$ cat config.mk
export PLATFORM = sky130hd
export DESIGN_NAME = hsl_to_rgb_converter
export DESIGN_NICKNAME = d
export VERILOG_FILES = /design/src/design/hsl2rgb_pkg.sv /design/src/design/hsl2rgb_chroma.sv /design/src/design/hsl2rgb_blend.sv /design/src/design/hsl2rgb_quant.sv /design/src/design/hsl2rgb_skid.sv /design/src/design/hsl_to_rgb_converter.sv
export SDC_FILE = /design/constraint.sdc
export NUM_CORES = 2
export LEC_CHECK = 0
export BUFFER_PORTS_ARGS = -buffer_cell sky130_fd_sc_hd__buf_2
export CAP_MARGIN = 15
export CORE_MARGIN = 4
export CORE_UTILIZATION = 39
export CTS_CLUSTER_DIAMETER = 100
export CTS_CLUSTER_SIZE = 40
export DETAILED_ROUTE_END_ITERATION = 7
export HOLD_SLACK_MARGIN = 0.1
export MAX_ROUTING_LAYER = met4
export PLACE_DENSITY = 0.61
export SYNTH_ARGS = -nofsm -noshare
export SYNTH_HDL_FRONTEND = slang
export SYNTH_HIERARCHICAL = 1
export SYNTH_SLANG_ARGS = --single-unit
$ cat constraint.sdc
create_clock -name clock -period 8.58 [get_ports clock]
set_input_delay 0.429 -clock clock [delete_from_list [all_inputs] [get_ports clock]]
set_output_delay 0.429 -clock clock [all_outputs]
set_load 0.05 [all_outputs]
$ cat src/design/hsl2rgb_pkg.sv
// Shared types, widths, sextant codes and helpers for the HSL to RGB converter.
// No dependencies; every other design file imports this package.
package hsl2rgb_pkg;

   // fixed-point format: FRAC_BITS fraction bits, FX_ONE means 1.0
   localparam int FRAC_BITS = 16;
   localparam int HUE_W     = 16;
   localparam int VAL_W     = FRAC_BITS + 1;
   localparam int SEXT_W    = 3;
   localparam int H6_W      = FRAC_BITS + SEXT_W;
   localparam int CH_W      = 8;

   localparam int REQ_W = ((HUE_W + 2 * VAL_W + 7) / 8) * 8;
   localparam int RSP_W = ((3 * CH_W + 7) / 8) * 8;

   localparam logic [VAL_W-1:0] FX_ONE  = VAL_W'(1) << FRAC_BITS;
   localparam logic [VAL_W-1:0] FX_HALF = VAL_W'(1) << (FRAC_BITS - 1);

   // hue sextants, by which channel holds the chroma top
   localparam logic [SEXT_W-1:0] SEXT_RED_RISE   = 3'd0;
   localparam logic [SEXT_W-1:0] SEXT_GREEN_FALL = 3'd1;
   localparam logic [SEXT_W-1:0] SEXT_GREEN_RISE = 3'd2;
   localparam logic [SEXT_W-1:0] SEXT_BLUE_FALL  = 3'd3;
   localparam logic [SEXT_W-1:0] SEXT_BLUE_RISE  = 3'd4;

   typedef struct packed {
      logic [VAL_W-1:0] lightness;
      logic [VAL_W-1:0] saturation;
      logic [HUE_W-1:0] hue;
   } hsl_type;

   // after chroma stage: top, bottom and span of the channel range
   typedef struct packed {
      logic [VAL_W-1:0]     lightness;
      logic [VAL_W-1:0]     v;
      logic [VAL_W-1:0]     m;
      logic [VAL_W-1:0]     diff;
      logic [SEXT_W-1:0]    sextant;
      logic [FRAC_BITS-1:0] fract;
   } chroma_type;

   // linear channel values, one bit of headroom above 1.0
   typedef struct packed {
      logic [VAL_W:0] red;
      logic [VAL_W:0] green;
      logic [VAL_W:0] blue;
   } lin_rgb_type;

   typedef struct packed {
      logic [CH_W-1:0] blue;
      logic [CH_W-1:0] green;
      logic [CH_W-1:0] red;
   } rgb_type;

   function automatic logic [VAL_W-1:0] clamp_one(input logic [VAL_W:0] x);
      clamp_one = (x > {1'b0, FX_ONE}) ? FX_ONE : x[VAL_W-1:0];
   endfunction

endpackage

$ cat src/design/hsl2rgb_chroma.sv
// Stages 1-2: input clamp, l*s product, hue*6, then chroma top/bottom.
// Depends on hsl2rgb_pkg.
module hsl2rgb_chroma (
   input  logic                    clock,
   input  logic                    reset,
   input  logic                    advance,
   input  logic                    in_valid,
   input  hsl2rgb_pkg::hsl_type    in_pix,
   output logic                    out_valid,
   output hsl2rgb_pkg::chroma_type out_pix
);
   import hsl2rgb_pkg::*;

   // stage 1
   logic [VAL_W-1:0]   s_c, l_c;
   logic [2*VAL_W-1:0] ls_prod;
   logic [H6_W-1:0]    hue_ext;
   logic               v1_ff, v1_in;
   logic [VAL_W-1:0]   l1_ff, s1_ff, ls1_ff;
   logic [H6_W-1:0]    h6_ff, h6_in;

   assign s_c     = clamp_one({1'b0, in_pix.saturation});
   assign l_c     = clamp_one({1'b0, in_pix.lightness});
   assign ls_prod = l_c * s_c;
   assign hue_ext = H6_W'(in_pix.hue[FRAC_BITS-1:0]);
   assign h6_in   = (hue_ext << 2) + (hue_ext << 1);
   assign v1_in   = in_valid;

   always_ff @(posedge clock) begin
      if (reset) begin
         v1_ff <= 1'b0;
      end else if (advance) begin
         v1_ff <= v1_in;
      end
   end

   always_ff @(posedge clock) begin
      if (advance) begin
         l1_ff  <= l_c;
         s1_ff  <= s_c;
         ls1_ff <= ls_prod[FRAC_BITS +: VAL_W];
         h6_ff  <= h6_in;
      end
   end

   // stage 2
   logic [VAL_W:0]   v_sum, two_l;
   logic [VAL_W-1:0] v_c, m_c;
   logic             v2_ff;
   chroma_type       st2_ff, st2_in;

   // l <= 1/2: l*(1+s) = l + l*s, exact since l*ONE has no fraction
   assign v_sum = (l1_ff <= FX_HALF) ? ({1'b0, l1_ff} + {1'b0, ls1_ff})
                                     : ({1'b0, l1_ff} + {1'b0, s1_ff} - {1'b0, ls1_ff});
   assign v_c   = clamp_one(v_sum);
   assign two_l = {l1_ff, 1'b0};
   assign m_c   = (two_l > {1'b0, v_c}) ? VAL_W'(two_l - {1'b0, v_c}) : '0;

   always_comb begin
      st2_in.lightness = l1_ff;
      st2_in.v         = v_c;
      st2_in.m         = m_c;
      st2_in.diff      = (v_c > m_c) ? (v_c - m_c) : '0;
      st2_in.sextant   = h6_ff[FRAC_BITS +: SEXT_W];
      st2_in.fract     = h6_ff[FRAC_BITS-1:0];
   end

   always_ff @(posedge clock) begin
      if (reset) begin
         v2_ff <= 1'b0;
      end else if (advance) begin
         v2_ff <= v1_ff;
      end
   end

   always_ff @(posedge clock) begin
      if (advance) begin
         st2_ff <= st2_in;
      end
   end

   assign out_valid = v2_ff;
   assign out_pix   = st2_ff;

endmodule

$ cat src/design/hsl2rgb_blend.sv
// Stages 3-4: span times hue fraction, then mid values and sextant select.
// Depends on hsl2rgb_pkg.
module hsl2rgb_blend (
   input  logic                     clock,
   input  logic                     reset,
   input  logic                     advance,
   input  logic                     in_valid,
   input  hsl2rgb_pkg::chroma_type  in_pix,
   output logic                     out_valid,
   output hsl2rgb_pkg::lin_rgb_type out_pix
);
   import hsl2rgb_pkg::*;

   // stage 3
   logic [VAL_W+FRAC_BITS-1:0] vsf_prod;
   logic                       v3_ff;
   logic [VAL_W-1:0]           l3_ff, top3_ff, bot3_ff, vsf3_ff;
   logic [SEXT_W-1:0]          sext3_ff;

   assign vsf_prod = in_pix.diff * in_pix.fract;

   always_ff @(posedge clock) begin
      if (reset) begin
         v3_ff <= 1'b0;
      end else if (advance) begin
         v3_ff <= in_valid;
      end
   end

   always_ff @(posedge clock) begin
      if (advance) begin
         l3_ff    <= in_pix.lightness;
         top3_ff  <= in_pix.v;
         bot3_ff  <= in_pix.m;
         vsf3_ff  <= vsf_prod[FRAC_BITS +: VAL_W];
         sext3_ff <= in_pix.sextant;
      end
   end

   // stage 4
   logic [VAL_W:0] mid1, mid2, top_x, bot_x, gray_x;
   logic           v4_ff;
   lin_rgb_type    st4_ff, st4_in;

   assign mid1   = {1'b0, bot3_ff} + {1'b0, vsf3_ff};
   assign mid2   = (top3_ff > vsf3_ff) ? {1'b0, top3_ff - vsf3_ff} : '0;
   assign top_x  = {1'b0, top3_ff};
   assign bot_x  = {1'b0, bot3_ff};
   assign gray_x = {1'b0, l3_ff};

   always_comb begin
      st4_in = '{red: gray_x, green: gray_x, blue: gray_x};
      if (top3_ff != '0) begin
         case (sext3_ff)
            SEXT_RED_RISE:   st4_in = '{red: top_x, green: mid1,  blue: bot_x};
            SEXT_GREEN_FALL: st4_in = '{red: mid2,  green: top_x, blue: bot_x};
            SEXT_GREEN_RISE: st4_in = '{red: bot_x, green: top_x, blue: mid1};
            SEXT_BLUE_FALL:  st4_in = '{red: bot_x, green: mid2,  blue: top_x};
            SEXT_BLUE_RISE:  st4_in = '{red: mid1,  green: bot_x, blue: top_x};
            default:         st4_in = '{red: top_x, green: bot_x, blue: mid2};
         endcase
      end
   end

   always_ff @(posedge clock) begin
      if (reset) begin
         v4_ff <= 1'b0;
      end else if (advance) begin
         v4_ff <= v3_ff;
      end
   end

   always_ff @(posedge clock) begin
      if (advance) begin
         st4_ff <= st4_in;
      end
   end

   assign out_valid = v4_ff;
   assign out_pix   = st4_ff;

endmodule

$ cat src/design/hsl2rgb_quant.sv
// Stage 5: clamp each linear channel to 1.0 and scale to 8 bits (floor x*255).
// Depends on hsl2rgb_pkg.
module hsl2rgb_quant (
   input  logic                     clock,
   input  logic                     reset,
   input  logic                     advance,
   input  logic                     in_valid,
   input  hsl2rgb_pkg::lin_rgb_type in_pix,
   output logic                     out_valid,
   output hsl2rgb_pkg::rgb_type     out_pix
);
   import hsl2rgb_pkg::*;

   function automatic logic [CH_W-1:0] to_byte(input logic [VAL_W:0] x);
      logic [VAL_W-1:0]      c;
      logic [VAL_W+CH_W-1:0] scaled;
      logic [CH_W:0]         whole;
      c      = clamp_one(x);
      // x*255 as x*256 - x
      scaled = {c, {CH_W{1'b0}}} - (VAL_W + CH_W)'(c);
      whole  = scaled[FRAC_BITS +: CH_W + 1];
      to_byte = whole[CH_W] ? {CH_W{1'b1}} : whole[CH_W-1:0];
   endfunction

   logic    v5_ff;
   rgb_type st5_ff, st5_in;

   always_comb begin
      st5_in.red   = to_byte(in_pix.red);
      st5_in.green = to_byte(in_pix.green);
      st5_in.blue  = to_byte(in_pix.blue);
   end

   always_ff @(posedge clock) begin
      if (reset) begin
         v5_ff <= 1'b0;
      end else if (advance) begin
         v5_ff <= in_valid;
      end
   end

   always_ff @(posedge clock) begin
      if (advance) begin
         st5_ff <= st5_in;
      end
   end

   assign out_valid = v5_ff;
   assign out_pix   = st5_ff;

endmodule

$ cat src/design/hsl2rgb_skid.sv
// Output register plus skid entry; ready toward the pipeline is registered.
// Depends on hsl2rgb_pkg.
module hsl2rgb_skid (
   input  logic                 clock,
   input  logic                 reset,
   input  logic                 in_valid,
   input  hsl2rgb_pkg::rgb_type in_pix,
   output logic                 in_ready,
   output logic                 out_valid,
   input  logic                 out_ready,
   output hsl2rgb_pkg::rgb_type out_pix
);
   import hsl2rgb_pkg::*;

   logic    out_valid_ff, out_valid_in;
   logic    skid_valid_ff, skid_valid_in;
   rgb_type out_data_ff, out_data_in;
   rgb_type skid_data_ff, skid_data_in;
   logic    out_free;

   assign in_ready = !skid_valid_ff;
   assign out_free = !out_valid_ff || out_ready;

   always_comb begin
      out_valid_in  = out_valid_ff;
      out_data_in   = out_data_ff;
      skid_valid_in = skid_valid_ff;
      skid_data_in  = skid_data_ff;
      if (out_free) begin
         if (skid_valid_ff) begin
            out_valid_in  = 1'b1;
            out_data_in   = skid_data_ff;
            skid_valid_in = 1'b0;
         end else begin
            out_valid_in = in_valid;
            out_data_in  = in_pix;
         end
      end else if (in_valid && in_ready) begin
         skid_valid_in = 1'b1;
         skid_data_in  = in_pix;
      end
   end

   always_ff @(posedge clock) begin
      if (reset) begin
         out_valid_ff  <= 1'b0;
         skid_valid_ff <= 1'b0;
      end else begin
         out_valid_ff  <= out_valid_in;
         skid_valid_ff <= skid_valid_in;
      end
   end

   always_ff @(posedge clock) begin
      out_data_ff  <= out_data_in;
      skid_data_ff <= skid_data_in;
   end

   assign out_valid = out_valid_ff;
   assign out_pix   = out_data_ff;

   // skid entry only ever fills behind a held output
   a_skid_behind_out: assert property (@(posedge clock) disable iff (reset)
      skid_valid_ff |-> out_valid_ff)
      else $error("skid entry full with output register empty");

   // a request arriving at a stalled output is parked, not dropped
   a_stall_parks: assert property (@(posedge clock) disable iff (reset)
      (out_valid_ff && !out_ready && in_valid && in_ready) |=> skid_valid_ff)
      else $error("request lost at stalled output");

   // draining the skid entry moves its data to the output in order
   a_skid_drains: assert property (@(posedge clock) disable iff (reset)
      (skid_valid_ff && out_ready) |=> (out_valid_ff && !skid_valid_ff
                                        && out_data_ff == $past(skid_data_ff)))
      else $error("skid entry not forwarded to output");

endmodule

$ cat src/design/hsl_to_rgb_converter.sv
// Top level of the HSL to RGB converter: five-stage pipeline plus output skid.
// Depends on hsl2rgb_pkg, hsl2rgb_chroma, hsl2rgb_blend, hsl2rgb_quant, hsl2rgb_skid.
//
// Usage:
//   Request channel (req_*): one hue/saturation/lightness triple per request.
//   Hue is a Q0.16 fraction of a turn; saturation and lightness are Q1.16,
//   values above 1.0 are clamped to 1.0.
//   Response channel (rsp_*): one 8-bit red/green/blue triple per request,
//   each channel floor(value*255), in request order.
//   Path: five pipeline stages (clamp+l*s multiply, chroma top/bottom,
//   span*fraction multiply, sextant select, scale to 8 bits), then the
//   output register that drives rsp_tvalid.
//   Throughput: one pixel per clock while req_tready is high; the two
//   multipliers (17x17 and 17x16 bits) each own a stage, so nothing iterates.
//   Reset (synchronous, active high) clears all valid bits; the block takes
//   requests in the first cycle after reset.
//   Stall: when rsp_tready is low the output holds and the next pixel parks
//   in a skid entry; req_tready then drops (it comes straight from a flop)
//   and the whole pipeline freezes in place until the skid entry drains.
//   Nothing is dropped or repeated.
module hsl_to_rgb_converter (
   input  logic                           clock,
   input  logic                           reset,
   input  logic                           req_tvalid,
   output logic                           req_tready,
   // [15:0] hue, [32:16] saturation, [49:33] lightness, [55:50] ignored
   input  logic [hsl2rgb_pkg::REQ_W-1:0]  req_tdata,
   output logic                           rsp_tvalid,
   input  logic                           rsp_tready,
   // [7:0] red, [15:8] green, [23:16] blue
   output logic [hsl2rgb_pkg::RSP_W-1:0]  rsp_tdata
);
   import hsl2rgb_pkg::*;

   hsl_type     req_pix;
   chroma_type  chroma_pix;
   lin_rgb_type lin_pix;
   rgb_type     byte_pix, rsp_pix;
   logic        chroma_valid, lin_valid, byte_valid;
   logic        advance;   // whole pipeline steps together

   // unpack request fields, lowest bits first
   assign req_pix.hue        = req_tdata[0 +: HUE_W];
   assign req_pix.saturation = req_tdata[HUE_W +: VAL_W];
   assign req_pix.lightness  = req_tdata[HUE_W + VAL_W +: VAL_W];

   // stage 1-2: clamp, l*s, hue*6, chroma top/bottom/span
   hsl2rgb_chroma u_chroma (
      .clock     (clock),
      .reset     (reset),
      .advance   (advance),
      .in_valid  (req_tvalid),
      .in_pix    (req_pix),
      .out_valid (chroma_valid),
      .out_pix   (chroma_pix)
   );

   // stage 3-4: span*fraction, mid values, sextant select, gray case
   hsl2rgb_blend u_blend (
      .clock     (clock),
      .reset     (reset),
      .advance   (advance),
      .in_valid  (chroma_valid),
      .in_pix    (chroma_pix),
      .out_valid (lin_valid),
      .out_pix   (lin_pix)
   );

   // stage 5: scale to bytes
   hsl2rgb_quant u_quant (
      .clock     (clock),
      .reset     (reset),
      .advance   (advance),
      .in_valid  (lin_valid),
      .in_pix    (lin_pix),
      .out_valid (byte_valid),
      .out_pix   (byte_pix)
   );

   // output register + skid; its ready is a flop, so no combinational
   // path runs from rsp_tready back to req_tready
   hsl2rgb_skid u_skid (
      .clock     (clock),
      .reset     (reset),
      .in_valid  (byte_valid),
      .in_pix    (byte_pix),
      .in_ready  (advance),
      .out_valid (rsp_tvalid),
      .out_ready (rsp_tready),
      .out_pix   (rsp_pix)
   );

   assign req_tready = advance;

   // pack response, red in the lowest byte
   assign rsp_tdata = RSP_W'({rsp_pix.blue, rsp_pix.green, rsp_pix.red});

endmodule
Yosys cells after proc, flatten, opt, wreduce, memory -nomap -nowiden:

Index checks and enable logic that the tools add are counted.

* register bits: 361
* bits of input ports: 60
* output and inout port bits: 26

* add/sub/neg operators: 11
* multipliers: 2
* magnitude comparators: 10
* eq/ne operators: 4
* mux-type cells: 13
* bitwise gates (word level): 1
* reduce and logical (&&, ||, !) cells: 8

Operators by type and width (number)
* 54-bit case mux with 5 select lines: 1
* 17-bit two-way mux: 8
* 25-bit by 17-bit subtractor with 25-bit output: 3
* 18-bit by 17-bit > comparator with 1-bit output, second input constant: 4
* 17-bit by 17-bit adder with 18-bit output: 3
* 53-bit two-way mux: 1
* 17-bit subtractor: 3
* 17-bit > comparator: 2
* 17-bit > comparator, second input constant: 2
* 17-bit by 16-bit multiplier with 33-bit output: 1
* 17-bit by 17-bit multiplier with 33-bit output: 1
* 24-bit two-way mux: 1
* 18-bit by 17-bit adder with 19-bit output: 1
* 18-bit by 17-bit > comparator with 1-bit output: 1
* 18-bit two-way mux: 1
* 18-bit by 17-bit subtractor with 18-bit output: 1
* 17-bit by 16-bit less-or-equal comparator with 1-bit output, second input constant: 1
* 17-bit nonzero test: 1
* 3-bit by 2-bit equality test with 1-bit output, second input constant: 2
* 3-bit by 1-bit equality test with 1-bit output, second input constant: 1
* 3-bit equality test, second input constant: 1
* 3-bit zero test: 1
* 1-bit zero test: 2
* 2-bit AND reduction: 1
* 5 further kinds: 5

Longest topological paths before layout:

* depth after elaboration: 8
* mapped depth: 44
* depth with buffers taken out: 39

Hierarchy:

The synthesis kept the hierarchy.

Modules (own cells, without submodules)
* hsl2rgb_chroma: times used 1, cells each 2014, area each 18995.7 µm²
* hsl2rgb_blend: times used 1, cells each 1730, area each 16180.5 µm²
* hsl2rgb_quant: times used 1, cells each 318, area each 2692.6 µm²
* hsl2rgb_skid: times used 1, cells each 83, area each 1893.1 µm²

Least setup slack after synthesis:

No wires, ideal clock.

* kind: register to register
* from: reg u_chroma.l1_ff[3]
* to: reg u_chroma.st2_ff (netlist bit u_chroma/out_pix[35]), data pin
* library setup time: 0.255 ns
* arrival time: 8.063 ns
* data required time: 8.325 ns
* slack: 0.263 ns
* cell stages (with the launch flop): 41
* period minus slack after synthesis: 8.317 ns
* path through: edfxtp_1 > inv_1 > fa_1 > inv_1 > ha_1 > a21o_1 > a21oi_1 > a211oi_1 > or2_2 > o311a_1 > or3_1 > and3_1 > a41oi_2 > clkbuf_1 > nand3b_1 > fa_1 > a21o_1 > a21oi_1 > (+5 left out) > and3_1 > clkbuf_1 > clkbuf_1 > clkbuf_1 > nand2_1 > ha_1 > o21a_1 > o21ai_0 > nand2_1 > a41o_1 > a21oi_1 > o21ai_0 > a21oi_1 > o221ai_1 > a41oi_1 > a31oi_4 > buf_6 > and2_1

* cells in the longest elaborated chain, start to end: 8
* elaborated cells between the ends (all ways): 12
* classes of those cells: add/sub (5); order compare (4); mux (3)

Ends and longest elaborated chain
* start: declaration: line hsl2rgb_chroma.sv:19 `logic [VAL_W-1:0] l1_ff, s1_ff, ls1_ff;`
* start signal: assignment: line hsl2rgb_chroma.sv:39 `l1_ff <= l_c;`
* 17-bit by 17-bit adder with 18-bit output: line hsl2rgb_chroma.sv:54 `: ({1'b0, l1_ff} + {1'b0, s1_ff} - {1'b0, ls1_ff});`
* 18-bit by 17-bit subtractor with 18-bit output: line hsl2rgb_chroma.sv:54
* 18-bit two-way mux: line hsl2rgb_chroma.sv:53 `assign v_sum = (l1_ff <= FX_HALF) ? ({1'b0, l1_ff} + {1'b0, ls1_ff})`
* 18-bit by 17-bit > comparator with 1-bit output: line hsl2rgb_pkg.sv:56 `clamp_one = (x > {1'b0, FX_ONE}) ? FX_ONE : x[VAL_W-1:0];`
* 17-bit two-way mux: line hsl2rgb_pkg.sv:56
* 17-bit subtractor / 18-bit by 17-bit > comparator with 1-bit output (equally long branches): line hsl2rgb_chroma.sv:57 `assign m_c = (two_l > {1'b0, v_c}) ? VAL_W'(two_l - {1'b0, v_c}) : '0;`
* 17-bit two-way mux: line hsl2rgb_chroma.sv:57
* 17-bit subtractor / 17-bit > comparator (equally long branches): line hsl2rgb_chroma.sv:63 `st2_in.diff = (v_c > m_c) ? (v_c - m_c) : '0;`
* end signal: assignment: line hsl2rgb_chroma.sv:78 `st2_ff <= st2_in;`
* end: declaration: line hsl2rgb_chroma.sv:50 `chroma_type st2_ff, st2_in;`

Parallel ways exist; a longest one is shown, timed or not.
A chain may end at the register's enable or synchronous reset.

Worst setup path in the final report:

* from: reg u_chroma.ls1_ff[3]
* to: reg u_chroma.st2_ff (netlist bit u_chroma/out_pix[33]), data pin

* cells in the longest elaborated chain, start to end: 7
* elaborated cells between the ends (all ways): 10
* classes of those cells: add/sub (4); order compare (3); mux (3)

Ends and longest elaborated chain
* start: declaration: line hsl2rgb_chroma.sv:19
* start signal: assignment: line hsl2rgb_chroma.sv:41 `ls1_ff <= ls_prod[FRAC_BITS +: VAL_W];`
* 18-bit by 17-bit subtractor with 18-bit output / 17-bit by 17-bit adder with 18-bit output (equally long branches): line hsl2rgb_chroma.sv:54, hsl2rgb_chroma.sv:53
* 18-bit two-way mux (*): line hsl2rgb_chroma.sv:53
* 18-bit by 17-bit > comparator with 1-bit output: line hsl2rgb_pkg.sv:56
* 17-bit two-way mux (*): line hsl2rgb_pkg.sv:56
* 17-bit subtractor / 18-bit by 17-bit > comparator with 1-bit output (equally long branches): line hsl2rgb_chroma.sv:57
* 17-bit two-way mux: line hsl2rgb_chroma.sv:57
* 17-bit subtractor / 17-bit > comparator (equally long branches): line hsl2rgb_chroma.sv:63

Every way passes the cells marked *; elsewhere a longest branch is shown, timed or not.

==> metrics.csv <==
metric,value,unit
worst-endpoint-arrival,8340,ps
fin_crit_sh,93.55,%
max_stage_delay,550,ps
port-buffer-count,79,
clk_transition_reported_paths,120,ps
coreArea,100600,µm²
routed_wirelength,101600,µm
slew_headroom,34.82,%
die_width,327.3,µm
maxClockFrequency,0.1246,GHz
post_drt_via_cell_ratio,5.253,
antenna_violations_before_repair,4,
unrepaired_setup_endpoints_after_global_routing,false,
synth_compound_gate_area_share,11.52,%
initial_utilization,39.53,%
non_filler_instances,5614,
insertion_delay,590,ps
timing.critical_path.from_type,flop,
cts-root-to-sink-buffers,3,
worst_hold_class,in2reg,
max_cap_viol_count,0,
cts_inserted_buffers,17,
cts_num_sinks,359,
synth_cell_types,108,
synth.ff_latch_count,359,
wire_length_of_the_first_global_routing_pass,163300,µm
detail_route.iter0.violations,1993,
transition_time_at_the_pin_with_the_least_slew_margin,977.7,ps
status,finished clean,
vias,29490,
critical_path_peak_fanout,16,
postSynth.topFlopCell,edfxtp_1,
synthArstFlopShare,0,%
post_synth_xor_area_fraction,2.555,%
drt_pre_antenna_iters,7,
worstSetupPathType,reg2reg,
clock_tree.root_cell,clkbuf_16,
fp-row-count,116,
grt_pass1_vias,30110,
die-area,107100,µm²
tritoncts_clock_tree,built,
syn-cell-area,39760,µm²
ys_seq_area_share,26.94,%
share_of_cell_area_taken_by_muxes_after_synthesis,1.378,%
dpl.cell_count,5574,
number_of_enable_type_register_cells_in_the_synthesized_netlist,352,
synth.avg_cell_area,9.593,µm²
finalWorstPathRequiredPeriod,8027,ps
synthAdderAreaFrac,34.13,%
ys.warnings.count,6,
maximum_number_of_pins_on_one_net_before_global_route_repair,152,
drc_errors,0,
final_layout_size_suffix_gt1_share,8.112,%
area_growth_syn_to_layout,8.345,%
final.hold.worst_slack,210.7,ps
final_hold_viol_count,0,
totalNegativeSetupSlack,0,ps
filler_cell_count,9758,
place_worst_setup_slack,191.4,ps
synth_top_family_by_area,adder cells,
globalRouteTotalUtil,19.49,%
hpwl_after_detailed_placement,80740,µm
synthSimpleGateAreaFrac,15.14,%
required,8900,ps
route.detailed.wl_per_inst,18.10,µm
fin_nets,5116,
top_level_ports,86,
cts.htree.levels,1,
fin_worst_skew,64.23,ps
drtAntennaViolNets,0,
setup_failing_eps_final,0,
die-height,327.3,µm
timing.final.ws_setup,553.4,ps
grt.overflow.total,0,
setup.worst_path.end_class,flop,
routabilityCongestion,0.9309,
max_slew_violations,0,
crit_slowest_cell,or4_1,
post_synthesis_cell_count,4145,
-- layout by cell type (no fill, tap or decap), types with 18 or more instances in the layout --
cell type,n
inv_1,716
nand2_1,553
fa_1,451
ha_1,363
edfxtp_1,352
nor2_1,221
and2_1,188
a21oi_1,170
buf_4,138
o21ai_0,112
xnor2_1,84
buf_2,79
a21o_1,51
nor3_1,42
nand3_1,41
and3_1,40
nor4_1,32
xor2_1,32
o21a_1,31
nand4_1,30
nor2b_1,29
a211oi_1,29
o211ai_1,28
a31oi_1,28
o21bai_1,21
nand2b_1,20
mux2i_1,18
o22ai_1,18
-- through the flow --
stage / cell area [µm²] / util, %
floorplan: 39770 / -
detailed placement: 42330 / 42.08
finish: 43080 / 42.83
CTS: 42990 / 42.75
global placement: 42330 / 42.08
global route: 43080 / 42.83
-- registers in the layout, summed over array words and instances (netlist names), 18 cells and up --
name and count:
u_quant/out_pix 24, u_chroma/out_pix 86, u_skid/out_pix 24, u_skid/skid_data_ff 24, u_chroma/h6_ff 18, u_blend/out_pix 54
-- final timing paths --
kind | startpoint | end | slack (ps) | cells after the start
max | u_chroma/ls1_ff[3] | u_chroma/out_pix[33] | 550 | 36
min | req_tdata[1] | u_chroma/h6_ff[2] | 210 | 2
max reg2reg | u_chroma/ls1_ff[3] | u_chroma/out_pix[33] | 550 | 36
min reg2reg | u_chroma/out_pix[64] | u_blend/top3_ff[11] | 390 | 0
-- metal layers --
layer | vias to the layer above | GRT usage, % | share of wire [%]
met4 | 0 | 7.222 | 4.3
met3 | 193 | 2.045 | 5.0
met2 | 849 | 32.48 | 48
met5 | - | - | 0
met1 | 14520 | 24.69 | 43
li1 | 13930 | - | -
-- logic make-up after synthesis --
kind of cell	after synthesis
other	1
buffers and inverters	868
adders and majority gates	814
xor gates and xnor gates	116
AOI/OAI and AO/OA	669
muxes	45
and+or+nand+nor	1273
DFF	359
-- worst max-delay path: cells and delay by family, from the launching register on --
kind	cells	cell delay (ps)
AND/OR/NAND/NOR	8	2080
multiplexers	1	80
AO/OA/AOI/OAI	20	3340
XOR/XNOR	1	180
buffers and inverters	2	190
adder cells (fa/ha/maj)	4	1470
flip-flops	1	440
-- cell usage after synthesis (6+ instances only) --
master	number	area [µm²]
a21o_1	51	382.9
nand4_1	30	187.7
xnor2_1	84	735.7
o211ai_1	28	210.2
buf_1	17	63.81
inv_1	717	2691
nand2b_1	20	125.1
a221oi_1	17	148.9
a31oi_1	28	175.2
a41oi_1	8	70.07
a21boi_0	10	75.07
mux2_4	17	255.2
fa_1	451	9029
nor3b_1	8	60.06
o21a_1	31	232.7
nand2_1	553	2076
nand3b_1	7	52.55
o31ai_1	12	90.09
a211oi_1	30	225.2
and3_1	40	250.2
a221o_1	6	60.06
nor3_1	43	215.2
or2_2	13	81.33
o21bai_1	21	157.7
nor4_1	32	200.2
clkbuf_1	118	442.9
ha_1	363	4542
nor2b_1	30	187.7
nand3_1	41	205.2
a31o_2	10	87.58
o21ai_0	114	570.6
or3_1	16	100.1
a21oi_1	173	865.8
mux2_2	10	112.6
xor2_1	32	280.3
mux2i_1	18	180.2
a211o_1	10	87.58
nor2_1	222	833.3
and2_1	188	1176
edfxtp_1	352	10570
o22ai_1	18	112.6
dfxtp_1	7	140.1
-- layout make-up --
| cell class | count | area (µm²) | area share [%] |
|---|---|---|---|
| Clock buffer | 18 | 429.2 | 0.9962 |
| Multi-Input combinational cell | 2919 | 25820 | 59.94 |
| Tap cell | 1357 | 1698 | 3.941 |
| Antenna cell | 4 | 10.01 | 0.02323 |
| Sequential cell | 359 | 10710 | 24.86 |
| Timing Repair Buffer | 222 | 1491 | 3.462 |
| Inverter | 723 | 2723 | 6.320 |
| Clock inverter | 12 | 197.7 | 0.4589 |
-- repair_timing --
action / CTS / global route
hold buffers: 4 / 0
gates resized for setup: 0 / 14
setup endpoints to repair: 0 / 17
setup buffers: 0 / 2
hold endpoints to repair: 8 / 0
Power is not shown: default switching activity piles up to over one toggle a cycle in this logic, so the estimate is an artifact.
